`src/design/usb_control_transfer_td_builder_core_defines.svh`:
```
// ---------------------------------------------------------------------------
// UCTB assertion macros
// Concurrent assertion wrappers, empty under synthesis.
// ---------------------------------------------------------------------------
`ifndef USB_CONTROL_TRANSFER_TD_BUILDER_CORE_DEFINES_SVH
`define USB_CONTROL_TRANSFER_TD_BUILDER_CORE_DEFINES_SVH
`ifndef SYNTHESIS
`define UCTB_ASSERT(name, prop) \
  name: assert property (@(posedge clk) disable iff (rst) prop) \
    else $error("uctb assertion failed");
`define UCTB_ASSERT_ALWAYS(name, prop) \
  name: assert property (@(posedge clk) prop) \
    else $error("uctb assertion failed");
`else
`define UCTB_ASSERT(name, prop)
`define UCTB_ASSERT_ALWAYS(name, prop)
`endif
`endif

```
`src/design/uctb_pkg.sv`:
```
// ---------------------------------------------------------------------------
// uctb_pkg
// Shared types, constants and helpers of the control transfer TD builder.
// ---------------------------------------------------------------------------
package uctb_pkg;

  localparam logic [7:0]  PID_SETUP = 8'h2D;
  localparam logic [7:0]  PID_IN    = 8'h69;
  localparam logic [7:0]  PID_OUT   = 8'hE1;
  localparam logic [10:0] LEN_MASK  = 11'h7FF;
  localparam logic [10:0] SETUP_LEN_M1 = 11'd7;  // 8-byte request, minus one

  typedef struct packed {
    logic [6:0]  device_address;
    logic        low_speed;
    logic [6:0]  max_packet;
    logic        dir_in;
    logic [15:0] data_len;
    logic [31:0] setup_address;
    logic [31:0] data_address;
    logic        too_long;
  } req_t;

  typedef enum logic [2:0] {
    BK_IDLE,
    BK_SETUP,
    BK_DATA,
    BK_STATUS,
    BK_ERROR
  } bk_state_t;

  // error count 3, active, optional low speed
  function automatic logic [31:0] ctrl_word(input logic ls);
    ctrl_word = {3'b000, 2'b11, ls, 2'b00, 1'b1, 23'd0};
  endfunction

  // maxlen | reserved | toggle | endpoint 0 | address | PID
  function automatic logic [31:0] make_token(input logic [10:0] len_m1,
                                             input logic        toggle,
                                             input logic [6:0]  addr,
                                             input logic [7:0]  pid);
    make_token = {len_m1, 1'b0, toggle, 4'd0, addr, pid};
  endfunction

endpackage

```
`src/design/uctb_front.sv`:
```
// ---------------------------------------------------------------------------
// uctb_front
// Accepts requests, flags chains that exceed the descriptor limit.
// ---------------------------------------------------------------------------
module uctb_front #(
  parameter int unsigned MAX_TDS = 64
) (
  input  logic                clk,
  input  logic                rst,
  input  logic                in_valid,
  output logic                in_ready,
  input  logic [6:0]          device_address,
  input  logic                low_speed,
  input  logic [6:0]          max_packet,
  input  logic                dir_in,
  input  logic [15:0]         data_len,
  input  logic [31:0]         setup_address,
  input  logic [31:0]         data_address,
  output logic                push_valid,
  input  logic                push_ready,
  output uctb_pkg::req_t      push_data
);
  import uctb_pkg::*;

  localparam int unsigned DATA_MAX = MAX_TDS - 2;

  logic        f_valid;
  req_t        f_item;
  logic [16:0] limit;
  logic        too_long;

  // ceil(len/mp) > N  <=>  len > N*mp ; mp == 0 with data falls out as too long
  assign limit    = 17'(max_packet) * 17'(DATA_MAX);
  assign too_long = {1'b0, data_len} > limit;

  assign in_ready   = !f_valid || push_ready;
  assign push_valid = f_valid;
  assign push_data  = f_item;

  always_ff @(posedge clk) begin
    if (rst) begin
      f_valid <= 1'b0;
    end else if (in_ready) begin
      f_valid <= in_valid;
    end
  end

  always_ff @(posedge clk) begin
    if (in_valid && in_ready) begin
      f_item.device_address <= device_address;
      f_item.low_speed      <= low_speed;
      f_item.max_packet     <= max_packet;
      f_item.dir_in         <= dir_in;
      f_item.data_len       <= data_len;
      f_item.setup_address  <= setup_address;
      f_item.data_address   <= data_address;
      f_item.too_long       <= too_long;
    end
  end

endmodule

```
`src/design/uctb_queue.sv`:
```
// ---------------------------------------------------------------------------
// uctb_queue
// Two-entry request queue between front and back.
// ---------------------------------------------------------------------------
module uctb_queue (
  input  logic           clk,
  input  logic           rst,
  input  logic           push_valid,
  output logic           push_ready,
  input  uctb_pkg::req_t push_data,
  output logic           pop_valid,
  input  logic           pop_ready,
  output uctb_pkg::req_t pop_data
);
  import uctb_pkg::*;

  req_t       entries [2];
  logic       wr_ptr;
  logic       rd_ptr;
  logic [1:0] count;
  logic       do_push;
  logic       do_pop;

  assign push_ready = (count != 2'd2);
  assign pop_valid  = (count != 2'd0);
  assign pop_data   = entries[rd_ptr];
  assign do_push    = push_valid && push_ready;
  assign do_pop     = pop_valid && pop_ready;

  always_ff @(posedge clk) begin
    if (rst) begin
      wr_ptr <= 1'b0;
      rd_ptr <= 1'b0;
      count  <= 2'd0;
    end else begin
      if (do_push) wr_ptr <= ~wr_ptr;
      if (do_pop)  rd_ptr <= ~rd_ptr;
      unique case ({do_push, do_pop})
        2'b10:   count <= count + 2'd1;
        2'b01:   count <= count - 2'd1;
        default: count <= count;
      endcase
    end
  end

  always_ff @(posedge clk) begin
    if (do_push) entries[wr_ptr] <= push_data;
  end

endmodule

```
`src/design/uctb_back.sv`:
```
// ---------------------------------------------------------------------------
// uctb_back
// Descriptor sequencer: SETUP, data, status, one word set per cycle if taken.
// ---------------------------------------------------------------------------
module uctb_back (
  input  logic           clk,
  input  logic           rst,
  input  logic           pop_valid,
  output logic           pop_ready,
  input  uctb_pkg::req_t pop_data,
  output logic           out_valid,
  input  logic           out_ready,
  output logic [5:0]     td_index,
  output logic [31:0]    control_status,
  output logic [31:0]    token,
  output logic [31:0]    buffer_address,
  output logic           too_long,
  output logic           last
);
  import uctb_pkg::*;

  bk_state_t   state, state_next;
  req_t        job, job_next;
  logic [15:0] remaining, remaining_next;
  logic [31:0] ptr, ptr_next;
  logic        toggle, toggle_next;
  logic [5:0]  idx, idx_next;

  logic        out_valid_next;
  logic [5:0]  td_index_next;
  logic [31:0] control_status_next;
  logic [31:0] token_next;
  logic [31:0] buffer_address_next;
  logic        too_long_next;
  logic        last_next;

  logic        slot_free;
  logic [6:0]  chunk;
  logic [7:0]  data_pid;
  logic [7:0]  stat_pid;

  assign slot_free = !out_valid || out_ready;
  assign chunk     = (remaining > {9'd0, job.max_packet}) ? job.max_packet : remaining[6:0];
  assign data_pid  = job.dir_in ? PID_IN : PID_OUT;
  assign stat_pid  = job.dir_in ? PID_OUT : PID_IN;

  always_comb begin
    state_next          = state;
    job_next            = job;
    remaining_next      = remaining;
    ptr_next            = ptr;
    toggle_next         = toggle;
    idx_next            = idx;
    pop_ready           = 1'b0;
    out_valid_next      = out_valid && !out_ready;
    td_index_next       = td_index;
    control_status_next = control_status;
    token_next          = token;
    buffer_address_next = buffer_address;
    too_long_next       = too_long;
    last_next           = last;

    unique case (state)
      BK_IDLE: begin
        pop_ready = 1'b1;
        if (pop_valid) begin
          job_next       = pop_data;
          remaining_next = pop_data.data_len;
          ptr_next       = pop_data.data_address;
          toggle_next    = 1'b0;
          idx_next       = 6'd0;
          state_next     = pop_data.too_long ? BK_ERROR : BK_SETUP;
        end
      end
      BK_ERROR: begin
        if (slot_free) begin
          out_valid_next      = 1'b1;
          td_index_next       = 6'd0;
          control_status_next = 32'd0;
          token_next          = 32'd0;
          buffer_address_next = 32'd0;
          too_long_next       = 1'b1;
          last_next           = 1'b1;
          state_next          = BK_IDLE;
        end
      end
      BK_SETUP: begin
        if (slot_free) begin
          out_valid_next      = 1'b1;
          td_index_next       = idx;
          control_status_next = ctrl_word(job.low_speed);
          token_next          = make_token(SETUP_LEN_M1, 1'b0, job.device_address, PID_SETUP);
          buffer_address_next = job.setup_address;
          too_long_next       = 1'b0;
          last_next           = 1'b0;
          idx_next            = idx + 6'd1;
          state_next          = (remaining == 16'd0) ? BK_STATUS : BK_DATA;
        end
      end
      BK_DATA: begin
        if (slot_free) begin
          out_valid_next      = 1'b1;
          td_index_next       = idx;
          control_status_next = ctrl_word(job.low_speed);
          token_next          = make_token({4'd0, chunk} - 11'd1, ~toggle,
                                           job.device_address, data_pid);
          buffer_address_next = ptr;
          too_long_next       = 1'b0;
          last_next           = 1'b0;
          toggle_next         = ~toggle;
          ptr_next            = ptr + 32'(chunk);
          remaining_next      = remaining - 16'(chunk);
          idx_next            = idx + 6'd1;
          if (remaining == 16'(chunk)) state_next = BK_STATUS;
        end
      end
      BK_STATUS: begin
        if (slot_free) begin
          out_valid_next      = 1'b1;
          td_index_next       = idx;
          control_status_next = ctrl_word(job.low_speed);
          token_next          = make_token(LEN_MASK, 1'b1, job.device_address, stat_pid);
          buffer_address_next = 32'd0;
          too_long_next       = 1'b0;
          last_next           = 1'b1;
          state_next          = BK_IDLE;
        end
      end
      default: state_next = BK_IDLE;
    endcase
  end

  always_ff @(posedge clk) begin
    if (rst) begin
      state     <= BK_IDLE;
      out_valid <= 1'b0;
    end else begin
      state     <= state_next;
      out_valid <= out_valid_next;
    end
  end

  always_ff @(posedge clk) begin
    job            <= job_next;
    remaining      <= remaining_next;
    ptr            <= ptr_next;
    toggle         <= toggle_next;
    idx            <= idx_next;
    td_index       <= td_index_next;
    control_status <= control_status_next;
    token          <= token_next;
    buffer_address <= buffer_address_next;
    too_long       <= too_long_next;
    last           <= last_next;
  end

endmodule

```
`src/design/usb_control_transfer_td_builder_core.sv`:
```
// A request of N descriptors (SETUP, ceil(data_len/max_packet) data stage
// descriptors, status) streams out at one descriptor per cycle while the
// output is taken, once the sequencer has fetched the request from its queue
// in its idle state; a request whose chain would exceed MAX_TDS gives a single
// error result. The back-end descriptor sequencer sets this rate; the front
// stage and a two-entry queue take up to three further requests while it works.
// ---------------------------------------------------------------------------
// usb_control_transfer_td_builder_core
// Builds the UHCI transfer descriptor words of a USB control transfer.
// ---------------------------------------------------------------------------
`include "usb_control_transfer_td_builder_core_defines.svh"
module usb_control_transfer_td_builder_core #(
  parameter int unsigned MAX_TDS = 64
) (
  input  logic        clk,
  input  logic        rst,
  input  logic        in_valid,
  output logic        in_ready,
  input  logic [6:0]  device_address,
  input  logic        low_speed,
  input  logic [6:0]  max_packet,
  input  logic        dir_in,
  input  logic [15:0] data_len,
  input  logic [31:0] setup_address,
  input  logic [31:0] data_address,
  output logic        out_valid,
  input  logic        out_ready,
  output logic [5:0]  td_index,
  output logic [31:0] control_status,
  output logic [31:0] token,
  output logic [31:0] buffer_address,
  output logic        too_long,
  output logic        last
);
  import uctb_pkg::*;

  logic push_valid;
  logic push_ready;
  req_t push_data;
  logic pop_valid;
  logic pop_ready;
  req_t pop_data;

  uctb_front #(.MAX_TDS(MAX_TDS)) u_front (
    .clk            (clk),
    .rst            (rst),
    .in_valid       (in_valid),
    .in_ready       (in_ready),
    .device_address (device_address),
    .low_speed      (low_speed),
    .max_packet     (max_packet),
    .dir_in         (dir_in),
    .data_len       (data_len),
    .setup_address  (setup_address),
    .data_address   (data_address),
    .push_valid     (push_valid),
    .push_ready     (push_ready),
    .push_data      (push_data)
  );

  uctb_queue u_queue (
    .clk        (clk),
    .rst        (rst),
    .push_valid (push_valid),
    .push_ready (push_ready),
    .push_data  (push_data),
    .pop_valid  (pop_valid),
    .pop_ready  (pop_ready),
    .pop_data   (pop_data)
  );

  uctb_back u_back (
    .clk            (clk),
    .rst            (rst),
    .pop_valid      (pop_valid),
    .pop_ready      (pop_ready),
    .pop_data       (pop_data),
    .out_valid      (out_valid),
    .out_ready      (out_ready),
    .td_index       (td_index),
    .control_status (control_status),
    .token          (token),
    .buffer_address (buffer_address),
    .too_long       (too_long),
    .last           (last)
  );

  // error result is a lone, final entry at index 0
  `UCTB_ASSERT(a_err_single, out_valid && too_long |-> last && td_index == 6'd0)
  // SETUP always heads the chain
  `UCTB_ASSERT(a_setup_first, out_valid && !too_long && token[7:0] == PID_SETUP |-> td_index == 6'd0)
  // status stage closes the chain with toggle 1 and no buffer
  `UCTB_ASSERT(a_status_form, out_valid && !too_long && last |-> token[19] && buffer_address == 32'd0)

endmodule
```
`config.mk`:
```
export PLATFORM = sky130hd
export DESIGN_NAME = usb_control_transfer_td_builder_core
export DESIGN_NICKNAME = d
export VERILOG_FILES = /design/src/design/uctb_pkg.sv /design/src/design/uctb_front.sv /design/src/design/uctb_queue.sv /design/src/design/uctb_back.sv /design/src/design/usb_control_transfer_td_builder_core.sv
export VERILOG_INCLUDE_DIRS = /design/src /design/src/design
export SDC_FILE = /design/constraint.sdc
export NUM_CORES = 1
export LEC_CHECK = 0
export BUFFER_PORTS_ARGS = -buffer_cell sky130_fd_sc_hd__buf_4
export CORE_ASPECT_RATIO = 0.6
export CORE_MARGIN = 1
export CORE_UTILIZATION = 59
export CTS_CLUSTER_DIAMETER = 150
export CTS_CLUSTER_SIZE = 20
export DETAILED_ROUTE_END_ITERATION = 8
export PLACE_DENSITY = 0.81
export SYNTH_ARGS = -nofsm -noshare
export SYNTH_HDL_FRONTEND = slang
export SYNTH_SLANG_ARGS = --single-unit
```
`constraint.sdc`:
```
create_clock -name clk -period 5.7 [get_ports clk]
set_input_delay 0.285 -clock clk [delete_from_list [all_inputs] [get_ports clk]]
set_output_delay 0.285 -clock clk [all_outputs]
set_load 0.01 [all_outputs]
```
# Yosys cells after proc, flatten, opt, wreduce, memory -nomap -nowiden
# Memories as Yosys holds them, arrays and structs flattened. A register that Yosys moved wholly into a read port is not among the register bits.
# Index checks and enable logic that the tools add are counted.
totals:
  ramBits: 194
  input_bits: 100
  n_memories: 1
  word_cells: 138
  regBits: 313
  out_inout_bits: 106
op_classes:
  bitwise: 3
  n_eq_ne: 17
  reduce_logical: 31
  magnitude_cmp: 2
  mux: 48
  add_sub_neg: 6
  n_mul: 1
mem_list:
  columns: ["memory", "words", "width", "read_ports", "rd_clocked_by_memory_dff", "write_ports", "line", "text"]
  rows:
  - ["u_queue.entries", 2, 97, 1, 1, 1, "uctb_queue.sv:17", "req_t entries [2];"]
op_table:
  columns: ["op", "n"]
  rows:
  - ["$mux 32", 9]
  - ["$pmux 32 s2", 2]
  - ["$pmux 32 s4", 1]
  - ["$pmux 32 s3", 1]
  - ["$add 32x7->32", 1]
  - ["$mux 16", 2]
  - ["$pmux 16 s2", 1]
  - ["$mux 6", 4]
  - ["$pmux 6 s2", 2]
  - ["$mux 3", 6]
  - ["$eq 16x7->1", 1]
  - ["$gt 16x13->1", 1]
  - ["$gt 16x7->1", 1]
  - ["$logic_not 16->1", 1]
  - ["$mux 8", 2]
  - ["$ne 2x1->1 const B", 8]
  - ["$sub 16x7->16", 1]
  - ["$mul 7x5->12 const B", 1]
  - ["$mux 1", 12]
  - ["$pmux 3 s4", 1]
  - ["$reduce_and 3->1", 4]
  - ["$reduce_bool 2->1", 6]
  - ["$reduce_and 5->1", 2]
  - ["$sub 7x1->8 const B", 1]
  - ["24 further kinds", 37]

# Longest topological paths before layout
# Gate-level depths: netlist (run 1).
depth:
  depth_word: 6
  depth_mapped: 19
  mapped_depth_nobuf: 19

# Cells and area by module
# Synthesis (run 1) repeated with hierarchy kept, for this count alone.
unflattened:
  hier_cells: 1261
  area_unflattened_um2: 19829.0
by_module_without_submodules:
  columns: ["module", "area_each_um2", "cells_each", "n_inst", "seq_area_each_um2"]
  rows:
  - ["uctb_back", 8480.6, 703, 1, 5064.9]
  - ["uctb_queue", 7220.7, 326, 1, 5925.7]
  - ["uctb_front", 4127.7, 232, 1, 2932.8]

# Worst setup path before layout (run 1)
# OpenSTA, ideal clock, no wires.
synth_path:
  path_type: "register -> register"
  startpoint: "register u_queue.count[0]"
  endpoint: "memory u_queue.entries[0][0] (netlist bit), enable pin"
  arrival_time_ps: 4660
  slack_ps: 487
  path_stages_with_launch: 4
  period_less_slack_ps: 5213
  setup_time_ps: 553
  n_path_buf: 0
  required_time_ps: 5147
  cell_sequence: "dfxtp_1 -> nand2b_1 -> nand2_1 -> nor2_1"
synth_via:
  elab_chain_cells: 4
synth_lines:
  columns: ["item", "line", "text"]
  rows:
  - ["start: declaration", "uctb_queue.sv:20", "logic [1:0] count;"]
  - ["start signal: assignment", "uctb_queue.sv:39", "2'b10: count <= count + 2'd1;"]
  - ["start signal: assignment", "uctb_queue.sv:40", "2'b01: count <= count - 2'd1;"]
  - ["start signal: assignment", "uctb_queue.sv:41", "default: count <= count;"]
  - ["$ne 2x2->1", "uctb_queue.sv:24", "assign push_ready = (count != 2'd2);"]
  - ["$logic_and 1x1->1", "uctb_queue.sv:27", "assign do_push = push_valid && push_ready;"]
  - ["$mux 1", "uctb_queue.sv:47", "if (do_push) entries[wr_ptr] <= push_data;"]
  - ["$mux 1 (implied by the code)", "uctb_queue.sv:47", null]
  - ["end: declaration", "uctb_queue.sv:17", null]
# No other way between the ends.

# Worst setup path in the final report (run 1)
layout_path:
  startpoint: "input max_packet[0]"
  endpoint: "register u_front.f_item, in the netlist u_front.push_data[0], data pin"
layout_via:
  elab_chain_cells: 2
layout_lines:
  columns: ["item", "line", "text"]
  rows:
  - ["start: declaration", "usb_control_transfer_td_builder_core.sv:21", "input logic [6:0] max_packet,"]
  - ["$mul 7x5->12", "uctb_front.sv:33", "assign limit = 17'(max_packet) * 17'(DATA_MAX);"]
  - ["$gt 16x13->1", "uctb_front.sv:34", "assign too_long = {1'b0, data_len} > limit;"]
  - ["named net u_front.too_long", "uctb_front.sv:30", "logic too_long;"]
  - ["end: declaration", "uctb_front.sv:28", "req_t f_item;"]
# The timed path passes the listed nets, and every way through them passes these cells.
# A chain may end at the register's enable or synchronous reset.

==> impl.org, run 1 <==
** Run status
- Run status :: finished clean

** Finish
- Summed area of non-filler cells in the final layout :: 23200 µm²
- Final core utilization :: 0.709
- Of the cells placed in the final design, the portion with a size suffix greater than 1 is 0.179.
- Total inserted antenna cells :: 0
- Final-stage net count :: 1713
- Relative to the synthesized area, the layout overhead comes to 16.9%.

** Worst setup path
- Cell count of the worst reg-to-reg path :: 15
- Signal arrival time at the worst endpoint :: approximately 5.1 ns
- The critical path crosses 19 cells after its start point.
- Worst Path Buf+Inv :: 4
- In this run the worst path has a maximum fanout of 4.
- The cell that appears most often on the critical path is sky130_fd_sc_hd__fa_1.
- Broken down by cell family, the worst path's largest delay share belongs to adder cells.
- Critical path type :: primary input to register
- Kind of capture point of the worst setup path :: register
- The endpoint identified for the worst register-to-register timing path is u_back.remaining[10]$_DFFE_PP_.
- For this run, the slowest stage of the critical path takes 0.55 ns.
- At the worst endpoint, the required time is 6.02 ns.
- Category of the worst setup path launch point :: primary input
- In this run the register-to-register setup slack is 1.27 ns.
- The most critical setup path has its endpoint at u_front.push_data[0]$_DFFE_PP_.
- Cell with the biggest individual delay on the critical path :: sky130_fd_sc_hd__fa_1
- In this run the worst setup path begins at max_packet[0].
- R2r startpoint :: u_back.remaining[5]$_DFFE_PP_
- Traced cell by cell, the critical path runs through dlygate4sd3_1 > buf_4 > fa_1 > fa_1 > inv_1 > fa_1 > inv_1 > ha_1 > nor2b_1 > o31a_1 > or4_1 > a2111o_1 > o211ai_1 > ha_1 > nand3_1 > nor2_1 > nand3_1 > nor3_1 > a31oi_1.

** Yosys
- The cell count after synthesis came out at about 1300.
- Mapped Area :: 19800 µm²
- For this run, the number of Yosys warnings is 0.
- After synthesis, the share of flip-flops with an asynchronous set or reset is 0.
- Part of the Yosys area used for sequential elements :: 0.702
- In this run, distinct cell masters in the synthesized netlist total 55.
- Dividing the synthesized area by the synthesized cell count gives 15.4 µm².
- Counting flops and latches in the post-synthesis netlist gives roughly 470.
- Post-synth EDFFs :: 457
- The most used flip-flop cell after synthesis is sky130_fd_sc_hd__edfxtp_1.

** CTS
- Root buffer cell :: sky130_fd_sc_hd__clkbuf_16
- Buffer depth of the longest clock path :: 3
- Number of setup buffers added after CTS :: 0
- The tree built by TritonCTS fans out to 467 sinks.
- In this run the number of H-tree levels came out at 1.
- Post-cts gate resize count :: 0
- Clock slew seen by the registers of the worst setup and hold paths :: 0.08 ns
- Buffers inserted to repair hold after CTS numbered 98.
- Buffers inserted during clock tree synthesis total 27.
- At the later pin of the worst-skew pair, clock insertion delay measures 0.57 ns.
- TritonCTS built the clock tree.

** Detailed routing
- Via count :: 11500
- The routed design has 40.9 mm of wire.
- After the first detailed-routing iteration, the DRC count stood at 1179.
- In the final routed layout, each cell accounts on average for between 20 and 25 µm.
- Post-detailed-route DRC marker count :: 0
- Once detail routing completed, the nets flagged for antenna violations numbered 0.
- Average via count per standard cell :: 5.76
- For this run, the detailed router's first-pass iteration total came to 6.

** Die
- For this configuration, the core starts out at a cell density of 0.606.
- The floorplan step defined a die boundary enclosing 34400 µm².
- The floorplan step set the die width to around 240 µm.
- Overall die height :: 144 µm
- Number of rows in the core area :: 51
- Core box area :: 32700 µm²
- Pin placement for this block handled 206 I/O pins.

** Power and ir drop
- Power spread over the standard cell area amounts to 490 nW/µm².
- IR analysis of the VDD net gives a maximum drop of around 0.37 mV.
- Leakage :: 8.31 nW
- The design draws 0.0114 W.

** Global route
- First-pass GRT wire length :: 61.6 mm
- Leftover overflow at the end of global routing :: 0
- All-Layer GR Usage :: 0.236
- The number of antenna violations at the first check in global routing was 1.
- Largest net degree at the start of global routing :: 76
- The number of global-route vias before repair came to 10900.

** Placement
- Post-place instance area :: approximately 21000 µm²
- Routability-driven placement finished with a final weighted congestion of between 0.8 and 0.9.
- Once detailed placement completed, the half-perimeter wirelength came to around 27 mm.
- Port buffering added 170 buffers.

** Timing
- Across all hold checks on the routed design, the worst slack comes to around 0.22 ns.
- After layout, the minimum clock period comes to 4.82 ns.
- Sum of negative setup slack :: 0 ns
- Fin. Hold Viols :: 0
- Remaining max-slew budget at the tightest pin :: 0.253
- RSZ-0062 raised after global routing :: false
- Transition time of the tightest slew-check pin :: 1.12 ns
- Maximum frequency from static timing analysis :: 0.208 GHz
- Final setup skew :: 0.0183 ns
- Number of max-slew violations in the final report :: 0
- Crit share post-route :: 0.845
- Number of setup violations in the final report :: 0

** Hold path
- Worst min-delay path class :: primary input to register

** Job
- The tool flagged a number of max-cap violations equal to 0.
[metrics by stage]
stage,instances,setup slack [ns]
floorplan,1322,0.487
global placement,1865,1.09
detailed placement,1865,0.865
CTS,2002,0.919
global route,2002,0.640
finish,2002,0.884
[state kept, by name, summed over array words and instances (netlist names), named ones only]
signal / flops
u_back.buffer_address: 32
u_back.control_status: 2
u_back.idx: 6
u_back.job: 48
u_back.last: 1
u_back.out_valid: 1
u_back.ptr: 32
u_back.remaining: 16
u_back.state: 3
u_back.td_index: 6
u_back.toggle: 1
u_back.token: 21
u_back.too_long: 1
u_front.push_data: 97
u_front.push_valid: 1
u_queue.count: 2
u_queue.entries: 194
u_queue.rd_ptr: 1
u_queue.wr_ptr: 1
[kinds of logic (layout without fill, tap and decap cells)]
kind of cell / count (synthesis) / count (layout) / synth area share
AO/OA/AOI/OAI: 216 / 216 / 0.0749
XOR/XNOR: 61 / 61 / 0.0269
adder cells (fa/ha/maj): 71 / 71 / 0.0508
buffers and inverters: 140 / 370 / 0.0350
flip-flops: 467 / 467 / 0.702
multiplexers: 71 / 71 / 0.0390
other: 1 / 35 / 0.000189
AND/OR/NAND/NOR: 261 / 261 / 0.0714
[where the power goes]
group          total (W)  internal [W]  switching, W
Combinational    0.00389       0.00156       0.00232
Sequential       0.00558       0.00500      0.000584
Clock            0.00191      0.000876       0.00103
Total             0.0114       0.00744       0.00394
[cells in the final DEF, fill, tap and decap left out, types with 30 or more instances in the layout]
| cell | n |
|---|---|
| sky130_fd_sc_hd__nor2_1 | 52 |
| sky130_fd_sc_hd__mux2_2 | 50 |
| sky130_fd_sc_hd__buf_4 | 181 |
| sky130_fd_sc_hd__nor2b_1 | 44 |
| sky130_fd_sc_hd__a32o_1 | 32 |
| sky130_fd_sc_hd__nand2_1 | 37 |
| sky130_fd_sc_hd__edfxtp_1 | 457 |
| sky130_fd_sc_hd__conb_1 | 35 |
| sky130_fd_sc_hd__dlygate4sd3_1 | 98 |
| sky130_fd_sc_hd__xor2_1 | 34 |
| sky130_fd_sc_hd__inv_1 | 49 |
| sky130_fd_sc_hd__a21oi_1 | 60 |
| sky130_fd_sc_hd__o21ai_0 | 30 |
| sky130_fd_sc_hd__ha_1 | 55 |
| sky130_fd_sc_hd__a211oi_1 | 42 |
[how the worst min path moves through the flow]
stage	from	to	slack, ns	cells past startpoint
2_1_floorplan	data_address[9]	u_front.push_data[10]$_DFFE_PP_	0.38	0
3_3_place_gp	u_front.push_data[29]$_DFFE_PP_	u_queue.entries[1][29]$_DFFE_PP_	0.42	0
3_5_place_dp	u_front.push_data[74]$_DFFE_PP_	u_queue.entries[0][74]$_DFFE_PP_	0.43	0
4_1_cts	out_ready	u_back.out_valid$_SDFF_PP0_	0.18	4
5_1_grt	out_ready	u_back.out_valid$_SDFF_PP0_	0.26	4
6_report	out_ready	u_back.out_valid$_SDFF_PP0_	0.22	4
[worst register-to-register path: cells and delay by family, from the launching register on]
kind	cells	cell delay (ns)
and+or+nand+nor	1	0.12
AOI/OAI and AO/OA	8	1.78
adders and majority gates	3	1.03
muxes	1	0.37
DFF	1	0.53
xor gates and xnor gates	1	0.22
buffers and inverters	1	0.12
[cells in the mapped netlist (4+ instances only)]
library cell               number  area, µm²
sky130_fd_sc_hd__nand2b_1       8       50.1
sky130_fd_sc_hd__nor4_1         5       31.3
sky130_fd_sc_hd__dfxtp_1       10        200
sky130_fd_sc_hd__nor2b_1       44        275
sky130_fd_sc_hd__a21oi_1       60        300
sky130_fd_sc_hd__and3_1        12       75.1
sky130_fd_sc_hd__nand4b_1       6       52.6
sky130_fd_sc_hd__fa_1          16        320
sky130_fd_sc_hd__nor2_1        57        214
sky130_fd_sc_hd__o31ai_1        6       45.0
sky130_fd_sc_hd__nor3_1        16       80.1
sky130_fd_sc_hd__xor2_1        34        298
sky130_fd_sc_hd__a21o_1        10       75.1
sky130_fd_sc_hd__nand4_1       11       68.8
sky130_fd_sc_hd__clkbuf_1      35        131
sky130_fd_sc_hd__a211oi_1      42        315
sky130_fd_sc_hd__a31oi_1        7       43.8
sky130_fd_sc_hd__buf_4         42        315
sky130_fd_sc_hd__nand2_1       37        139
sky130_fd_sc_hd__buf_2          9       45.0
sky130_fd_sc_hd__inv_1         49        184
sky130_fd_sc_hd__ha_1          55        688
sky130_fd_sc_hd__or3_1         10       62.6
sky130_fd_sc_hd__xnor2_1       27        236
sky130_fd_sc_hd__edfxtp_1     457      13700
sky130_fd_sc_hd__o21a_1         9       67.6
sky130_fd_sc_hd__mux2_2        50        563
sky130_fd_sc_hd__a32o_1        32        320
sky130_fd_sc_hd__o21ai_0       30        150
sky130_fd_sc_hd__buf_1          4       15.0
sky130_fd_sc_hd__and2_1        21        131
sky130_fd_sc_hd__nand3_1       21        105
sky130_fd_sc_hd__mux2i_1       21        210
[final cells by class]
cell class | instances | area (µm²)
clock buffers | 37 | 713
flip-flops and latches | 467 | 13900
well taps | 450 | 563
inverters | 50 | 188
fillers | 2055 | 9530
repair buffers | 281 | 2380
clock inverters | 2 | 25.0
multi-input cells | 715 | 5410
[layer usage]
| metal | global-route usage | wire length, µm | vias to the layer above |
|---|---|---|---|
| met2 | 0.358 | 18700 | 460 |
| li1 | - | - | 5288 |
| met4 | 0.0553 | 912 | 2 |
| met3 | 0.0361 | 2990 | 73 |
| met5 | 0 | 13 | - |
| met1 | 0.364 | 18300 | 5706 |
(Power assumes the default switching activity.)
==> inputs of run 2 (changes only) <==
==> constraint.sdc (replaced) <==
create_clock -name clk -period 4.5 [get_ports clk]
set_input_delay 0.225 -clock clk [delete_from_list [all_inputs] [get_ports clk]]
set_output_delay 0.225 -clock clk [all_outputs]
set_load 0.01 [all_outputs]
==> impl.org, run 2 (same netlist as run 1, synthesis figures left out) <==
** Run status
- Run status :: finished clean

** CTS
- Clock slew seen by the registers of the worst setup and hold paths :: 0.08 ns (about the same)
- Clock network latency to the later pin of the worst-skew pair :: 0.57 ns (about the same)
- Clock sink total :: 467 (unchanged)
- CTS tree :: done
- Number of H-tree branching levels :: 1 (unchanged)
- Number of setup buffers added after CTS :: 0 (unchanged)
- The tree is rooted in a sky130_fd_sc_hd__clkbuf_16.
- The largest buffer count on any clock path is 3 (unchanged).
- The number of buffers added by the clock tree synthesis step came to 27 (unchanged).

** Power and ir drop
- Leakage :: 8.41 nW (+1.3%)
- The worst supply voltage drop on vdd was 0.399 mV (+7.6%).
- Total power divided by cell area :: 624 nW/µm² (+27%)

** Placement
- The number of buffers added on ports is 170 (unchanged).
- The cell count after placement came to 1887 (+1.2%).
- Detail Placement HPWL :: 27.1 mm (+2.2%)
- The routability congestion estimate came to 0.892 (+2.3%).

** Finish
- The library cells used most frequently in the layout, excluding fill and tap cells, are sky130_fd_sc_hd__edfxtp_1, sky130_fd_sc_hd__buf_4, sky130_fd_sc_hd__dlygate4sd3_1.
- The area growth from synthesis to layout is 17.8%.
- Ranked by flip-flop count, first place goes to u_queue.entries.
- The layout cell share with drive strength beyond 1 was 0.191 (+0.0121).
- Fill cells :: 2112 (+2.8%)
- The number of flip-flops in the largest register was 194 (unchanged).
- Final-stage net count :: 1735 (+1.3%)
- The final non-filler cell total is 2025 (+1.1%).
- Leaving out fill and tap cells, the most frequent cell in the layout is sky130_fd_sc_hd__edfxtp_1.
- Final core utilization :: 0.714 (+0.00501)

** Die
- Die footprint :: 34400 µm² (unchanged)
- Overall die width :: 239 µm (unchanged)
- The floorplan row count came to 51 (unchanged).
- The initial cell density of the core was 0.606 (unchanged).
- Overall die height :: 144 µm (unchanged)
- The area inside the core boundary was 32700 µm² (unchanged).
- Top Ports :: 206 (unchanged)

** Timing
- The final setup violation count was 0 (unchanged).
- Transition time of the tightest slew-check pin :: 1.13 ns (+0.0116 ns)
- Remaining max-slew budget at the tightest pin :: 0.246 (-0.00776)
- Fin. Hold Viols :: 0 (unchanged)
- In the finished design, the share of the clock period the worst path needs comes to 0.945.
- Setup repair after global routing left no endpoint under its margin.
- The worst-case clock skew is 0.0288 ns (+0.0105 ns).
- The count of final max-slew check failures came to 0 (unchanged).
- After layout, the minimum clock period comes to 4.25 ns.
- Derived from the worst setup path, the maximum achievable clock frequency is 0.235 GHz.

** Worst setup path
- In this design, the largest share of critical-path delay is due to compound AO/OA/AOI/OAI gates.
- The slowest stage of the critical path is the sky130_fd_sc_hd__edfxtp_1 cell.
- Worst Path Buf+Inv :: 2 (-2)
- The critical path starts at u_back.job[87]$_DFFE_PP_.
- STA classifies the critical path endpoint as a register.
- The critical path goes through inv_1 > ha_1 > a21o_1 > a211oi_1 > o21ai_1 > a21oi_4 > mux2i_1 > inv_1 > ha_1 > fa_1 > nor2b_1 > o21ai_0 > a21boi_1 > o21ai_0 > xnor2_1 > a21oi_1.
- Critical path type :: register to register
- The critical path data required time is 4.79 ns (-1.23 ns).
- R2r startpoint :: u_back.job[87]$_DFFE_PP_
- The delay contributed by the slowest stage of the critical path is 0.47 ns (-0.08 ns).
- The maximum fanout encountered on the critical timing path came to 10 (+6).
- Category of the worst setup path launch point :: register
- Signal arrival time at the worst endpoint :: 4.54 ns (-0.60 ns)

** Detailed routing
- The count of vias placed by the detailed router is 11600 (+0.45%).
- The number of routed nets with antenna violations is 0 (unchanged).
- Post-detailed-route DRC marker count :: 0 (unchanged)
- Number of design-rule violations left by the first detailed-router iteration :: 1146 (-2.8%)
- Number of iterations in the first detailed-routing pass :: 5 (-1)
- Average via count per standard cell :: 5.72 (-0.69%)
- WL per Instance :: 20.6 µm (+0.97%)
- Wire length after detailed routing :: 41.7 mm (+2.1%)

** Global route
- The remaining global-route overflow came to 0 (unchanged).
- First-pass GRT wire length :: 63.7 mm (+3.4%)
- Vias in the first global route :: 11200 (+3.3%)
- The pin count of the biggest net entering global routing is 97 (+28%).
- Number of antenna violations at the first check in global routing :: 2 (+1)
- The overall routing resource usage is 0.245 (+0.00864).

** Job
- The count of maximum capacitance violations was 0 (unchanged).

** Hold path
- Startpoint of the most critical hold path :: out_ready
- Worst min-delay path class :: primary input to register
run 2: cell types whose count changed in the layout (fill, tap and decap cells not counted), sizes merged:
cell	previous run	this run
buf	183	205
clkbuf	37	38
diode	0	1
inv	50	49
run 2: path summary, 6_finish.rpt:
path	endpoint	slack [ns]	cells past startpoint
worst min-delay path	u_back.out_valid$_SDFF_PP0_	0.11	5
worst max-delay path	u_back.remaining[10]$_DFFE_PP_	0.25	16
worst min register to register	u_queue.entries[1][51]$_DFFE_PP_	0.43	0
worst max register to register	u_back.remaining[10]$_DFFE_PP_	0.25	16
run 2: power by group:
part | internal [W] | total (W) | switching (W)
sequential | 0.00633 | 0.00699 | 0.000663
clock | 0.00111 | 0.00243 | 0.00132
combinational | 0.00206 | 0.00515 | 0.00309
run 2: final cells by class:
class | count | area (µm²) | area share
flip-flops and latches | 467 | 13900 | 0.596
multi-input cells | 715 | 5420 | 0.232
repair buffers | 303 | 2530 | 0.108
clock buffers | 38 | 717 | 0.0307
well taps | 450 | 563 | 0.0241
inverters | 50 | 188 | 0.00803
clock inverters | 1 | 16.3 | 0.000696
diodes | 1 | 2.50 | 0.000107
run 2: tightest hold or removal path, stage by stage:
cell and delay (ns):
sky130_fd_sc_hd__buf_4 0.08, sky130_fd_sc_hd__nor2b_1 0.03, sky130_fd_sc_hd__buf_4 0.17, sky130_fd_sc_hd__inv_1 0.06
sky130_fd_sc_hd__a21oi_1 0.06
run 2: per-layer routing:
metal  vias up  GRT usage  part of all wire
met5         -          0           0.00043
met4         2     0.0469             0.017
met3        51     0.0340             0.058
met2       410      0.382              0.46
met1      5758      0.374              0.46
li1       5360          -                 -
run 2: through the flow:
| stage | hold slack (ns) | area [µm²] | setup slack [ns] | power, W | TNS, ns |
|---|---|---|---|---|---|
| after CTS | 0.0870 | 23400 | 0.0767 | 0.0146 | 0 |
| final | 0.111 | 23400 | 0.245 | 0.0146 | 0 |
| after detailed placement | 0.404 | 21600 | -0.251 | 0.0121 | -0.251 |
| after global placement | 0.404 | 21600 | -0.0257 | 0.0118 | -0.0257 |
| after global routing | 0.112 | 23400 | 0.0317 | 0.0153 | 0 |
| after floorplan | 0.324 | 20000 | 0.247 | 0.0102 | 0 |
run 2: what timing repair did:
item | CTS | global route
setup endpoints to repair | 0 | 21
hold buffers | 98 | 0
gates resized for setup | 0 | 4
endpoints found under the hold margin | 106 | 0
==> inputs of run 3 (changes only) <==
--- a/config.mk
+++ b/config.mk
@@ -6,14 +6,15 @@
 export SDC_FILE = /design/constraint.sdc
 export NUM_CORES = 1
 export LEC_CHECK = 0
-export BUFFER_PORTS_ARGS = -buffer_cell sky130_fd_sc_hd__buf_4
 export CORE_ASPECT_RATIO = 0.6
 export CORE_MARGIN = 1
-export CORE_UTILIZATION = 59
+export CORE_UTILIZATION = 40
 export CTS_CLUSTER_DIAMETER = 150
 export CTS_CLUSTER_SIZE = 20
 export DETAILED_ROUTE_END_ITERATION = 8
-export PLACE_DENSITY = 0.81
+export DONT_BUFFER_PORTS = 1
+export PLACE_DENSITY = 0.55
+export RECOVER_POWER = 100
 export SYNTH_ARGS = -nofsm -noshare
 export SYNTH_HDL_FRONTEND = slang
 export SYNTH_SLANG_ARGS = --single-unit
==> impl.org, run 3 (same netlist as run 1, synthesis figures left out) <==
** Global route
- All-Layer GR Usage :: 0.169 (-0.0756)
- Vias in the first global route :: 10400 (-7.2%)
- The pin count of the biggest net entering global routing came to 75 (-23%).
- Number of antenna violations at the first check in global routing :: 2 (unchanged)
- The remaining global-route overflow was 0 (unchanged).
- The wire length of the first global-routing pass was 64.9 mm (+1.9%).

** Timing
- Number of max-slew violations in the final report :: 276 (+276)
- Crit share post-route :: 0.937 (-0.00877)
- Sum of negative setup slack :: 0 ns (unchanged)
- Maximum frequency from static timing analysis :: 0.237 GHz (+0.94%)
- The shortest period the worst path allows was 4.22 ns (-0.0395 ns).
- Worst Hold Margin :: 0.0731 ns (-0.0378 ns)
- Final setup skew :: 0.0182 ns (-0.0106 ns)
- Transition time of the tightest slew-check pin :: 2.84 ns (+1.71 ns)
- The count of endpoints failing hold in the final timing report was 0 (unchanged).
- Setup repair after global routing left no endpoint under its margin.
- Number of setup violations in the final report :: 0 (unchanged)
- Remaining max-slew budget at the tightest pin :: -0.897 (-1.14)

** Finish
- Commonest non-fill, non-tap cells in the layout :: sky130_fd_sc_hd__edfxtp_1, sky130_fd_sc_hd__dlygate4sd3_1, sky130_fd_sc_hd__a21oi_1
- Flip-flop count of the largest register after layout :: 194 (unchanged)
- The number of fillers in the final layout came to 4245 (+100%).
- Register with the most flip-flops :: u_queue.entries
- Share of cells above drive strength 1 :: 0.0737 (-0.118)
- The number of nets in the finished design is 1560 (-10%).
- Most frequent standard cell in the layout excluding fill and tap cells :: sky130_fd_sc_hd__edfxtp_1
- From synthesis to final layout, the design area changed by 12.0%.

** Die
- Number of rows in the core area :: 62 (+22%)
- The area inside the core boundary was 48400 µm² (+48%).
- Starting utilization of the core area :: 0.410 (-0.196)
- The chip height came to 175 µm (+21%).
- Top Ports :: 206 (unchanged)
- Die footprint :: 50500 µm² (+47%)
- The chip width is 290 µm (+21%).

** Placement
- Detail Placement HPWL :: 28.0 mm (+3.5%)
- Number of buffers inserted by port buffering :: 0 (-100%)
- Routability Congestion :: 0.817 (-8.4%)

** Worst setup path
- The critical path is of the register to register type.
- The worst setup path is captured at a register.
- Worst setup path start :: u_back.job[87]$_DFFE_PP_
- The critical path data required time was 4.93 ns (+0.14 ns).
- Signal arrival time at the worst endpoint :: 4.64 ns (+0.10 ns)
- The flop-to-flop setup slack is 0.28 ns (+0.04 ns).
- Maximum fanout along the worst path :: 7 (-3)
- Category of the worst setup path launch point :: register
- R2r startpoint :: u_back.job[87]$_DFFE_PP_

** Detailed routing
- Number of design-rule violations left by the first detailed-router iteration :: 793 (-31%)
- The count of vias placed by the detailed router was 10600 (-8.8%).
- Average via count per standard cell :: 5.18 (-9.4%)
- Wire length after detailed routing :: 42.7 mm (+2.3%)
- The number of routed nets with antenna violations is 0 (unchanged).
- WL per Instance :: 20.9 µm (+1.6%)
- Number of iterations in the first detailed-routing pass :: 5 (unchanged)
- Post-detailed-route DRC marker count :: 0 (unchanged)

** CTS
- Buffer depth of the longest clock path :: 3 (unchanged)
- The number of buffers added by the clock tree synthesis step came to 27 (unchanged).
- CTS tree :: done
- Root buffer cell :: sky130_fd_sc_hd__clkbuf_16
- Number of H-tree branching levels :: 1 (unchanged)
- Clock network latency to the later pin of the worst-skew pair :: 0.58 ns (about the same)
- The total setup buffers inserted after CTS is 0 (unchanged).
- The clock sink count came to 467 (unchanged).
- Clock slew seen by the registers of the worst setup and hold paths :: 0.08 ns (about the same)

** Hold path
- The worst hold path begins at data_len[0].
- The worst hold path belongs to the class primary input to register.

** Run status
- Run status :: complete, but fails checks
- Violated checks :: max-capacitance violations, max-slew violations

** Power and ir drop
- The areal power density over the cells was 636 nW/µm² (+1.9%).
- The leakage power was 7.52 nW (-11%).
- The worst supply voltage drop on vdd was 0.359 mV (-10%).

** Job
- The count of maximum capacitance violations was 7 (+7).
-- run 3: worst max-delay path, stage by stage, from the launching register on --
cell                       delay (ns)
sky130_fd_sc_hd__edfxtp_1        0.46
sky130_fd_sc_hd__inv_1           0.12
sky130_fd_sc_hd__ha_1            0.25
sky130_fd_sc_hd__a21o_1          0.20
sky130_fd_sc_hd__a211oi_1        0.27
sky130_fd_sc_hd__o21ai_1         0.13
sky130_fd_sc_hd__a21oi_4         0.22
sky130_fd_sc_hd__nor2_1          0.08
sky130_fd_sc_hd__a21oi_1         0.26
sky130_fd_sc_hd__ha_1            0.30
sky130_fd_sc_hd__nor2b_1         0.13
sky130_fd_sc_hd__o21a_1          0.17
sky130_fd_sc_hd__o21ai_0         0.51
sky130_fd_sc_hd__a31oi_1         0.39
sky130_fd_sc_hd__or3_1           0.40
sky130_fd_sc_hd__a31oi_1         0.17
-- run 3: per-layer routing --
layer,track usage,vias up,wire length [µm]
li1,-,4997,-
met1,0.271,5268,21600
met2,0.239,243,18000
met3,0.0294,52,2310
met4,0.0321,2,770
met5,0,-,13
-- run 3: path summary, 6_finish.rpt --
path | endpoint | cells after the start
hold reg to reg | u_queue.entries[1][56]$_DFFE_PP_ | 0
setup / recovery | u_back.remaining[9]$_DFFE_PP_ | 15
setup reg to reg | u_back.remaining[9]$_DFFE_PP_ | 15
hold / removal | u_front.push_data[0]$_DFFE_PP_ | 3
-- run 3: timing repair --
| action | CTS | global route |
|---|---|---|
| endpoints found under the hold margin | 106 | 0 |
| resized for setup | 0 | 3 |
| setup endpoints to repair | 0 | 21 |
| hold buffers | 99 | 0 |
-- run 3: metrics by stage --
stage / cells / cell area (µm²) / worst slack [ns] / utilization / total power, W
after floorplan: 1322 / 20000 / 0.247 / - / 0.0102
after global placement: 1901 / 20600 / 0.0479 / 0.425 / 0.0117
after detailed placement: 1901 / 20600 / -0.0798 / 0.425 / 0.0118
after CTS: 2038 / 22300 / 0.204 / 0.461 / 0.0143
after global routing: 2038 / 22200 / 0.0200 / 0.459 / 0.0150
final: 2039 / 22200 / 0.285 / 0.459 / 0.0141
-- run 3: area by class of cell --
| cell class | instances | area (µm²) | area share |
|---|---|---|---|
| clock buffers | 36 | 709 | 0.0319 |
| diodes | 1 | 2.50 | 0.000113 |
| repair buffers | 128 | 1190 | 0.0537 |
| clock inverters | 2 | 25.0 | 0.00113 |
| flip-flops and latches | 467 | 13900 | 0.627 |
| inverters | 50 | 188 | 0.00845 |
| well taps | 640 | 801 | 0.0360 |
| multi-input cells | 715 | 5380 | 0.242 |
-- run 3: power breakdown --
| part | total (W) | internal, W | switching (W) |
|---|---|---|---|
| clock network | 0.00246 | 0.00111 | 0.00135 |
| registers | 0.00726 | 0.00637 | 0.000895 |
| logic | 0.00440 | 0.00167 | 0.00273 |
| total | 0.0141 | 0.00915 | 0.00497 |
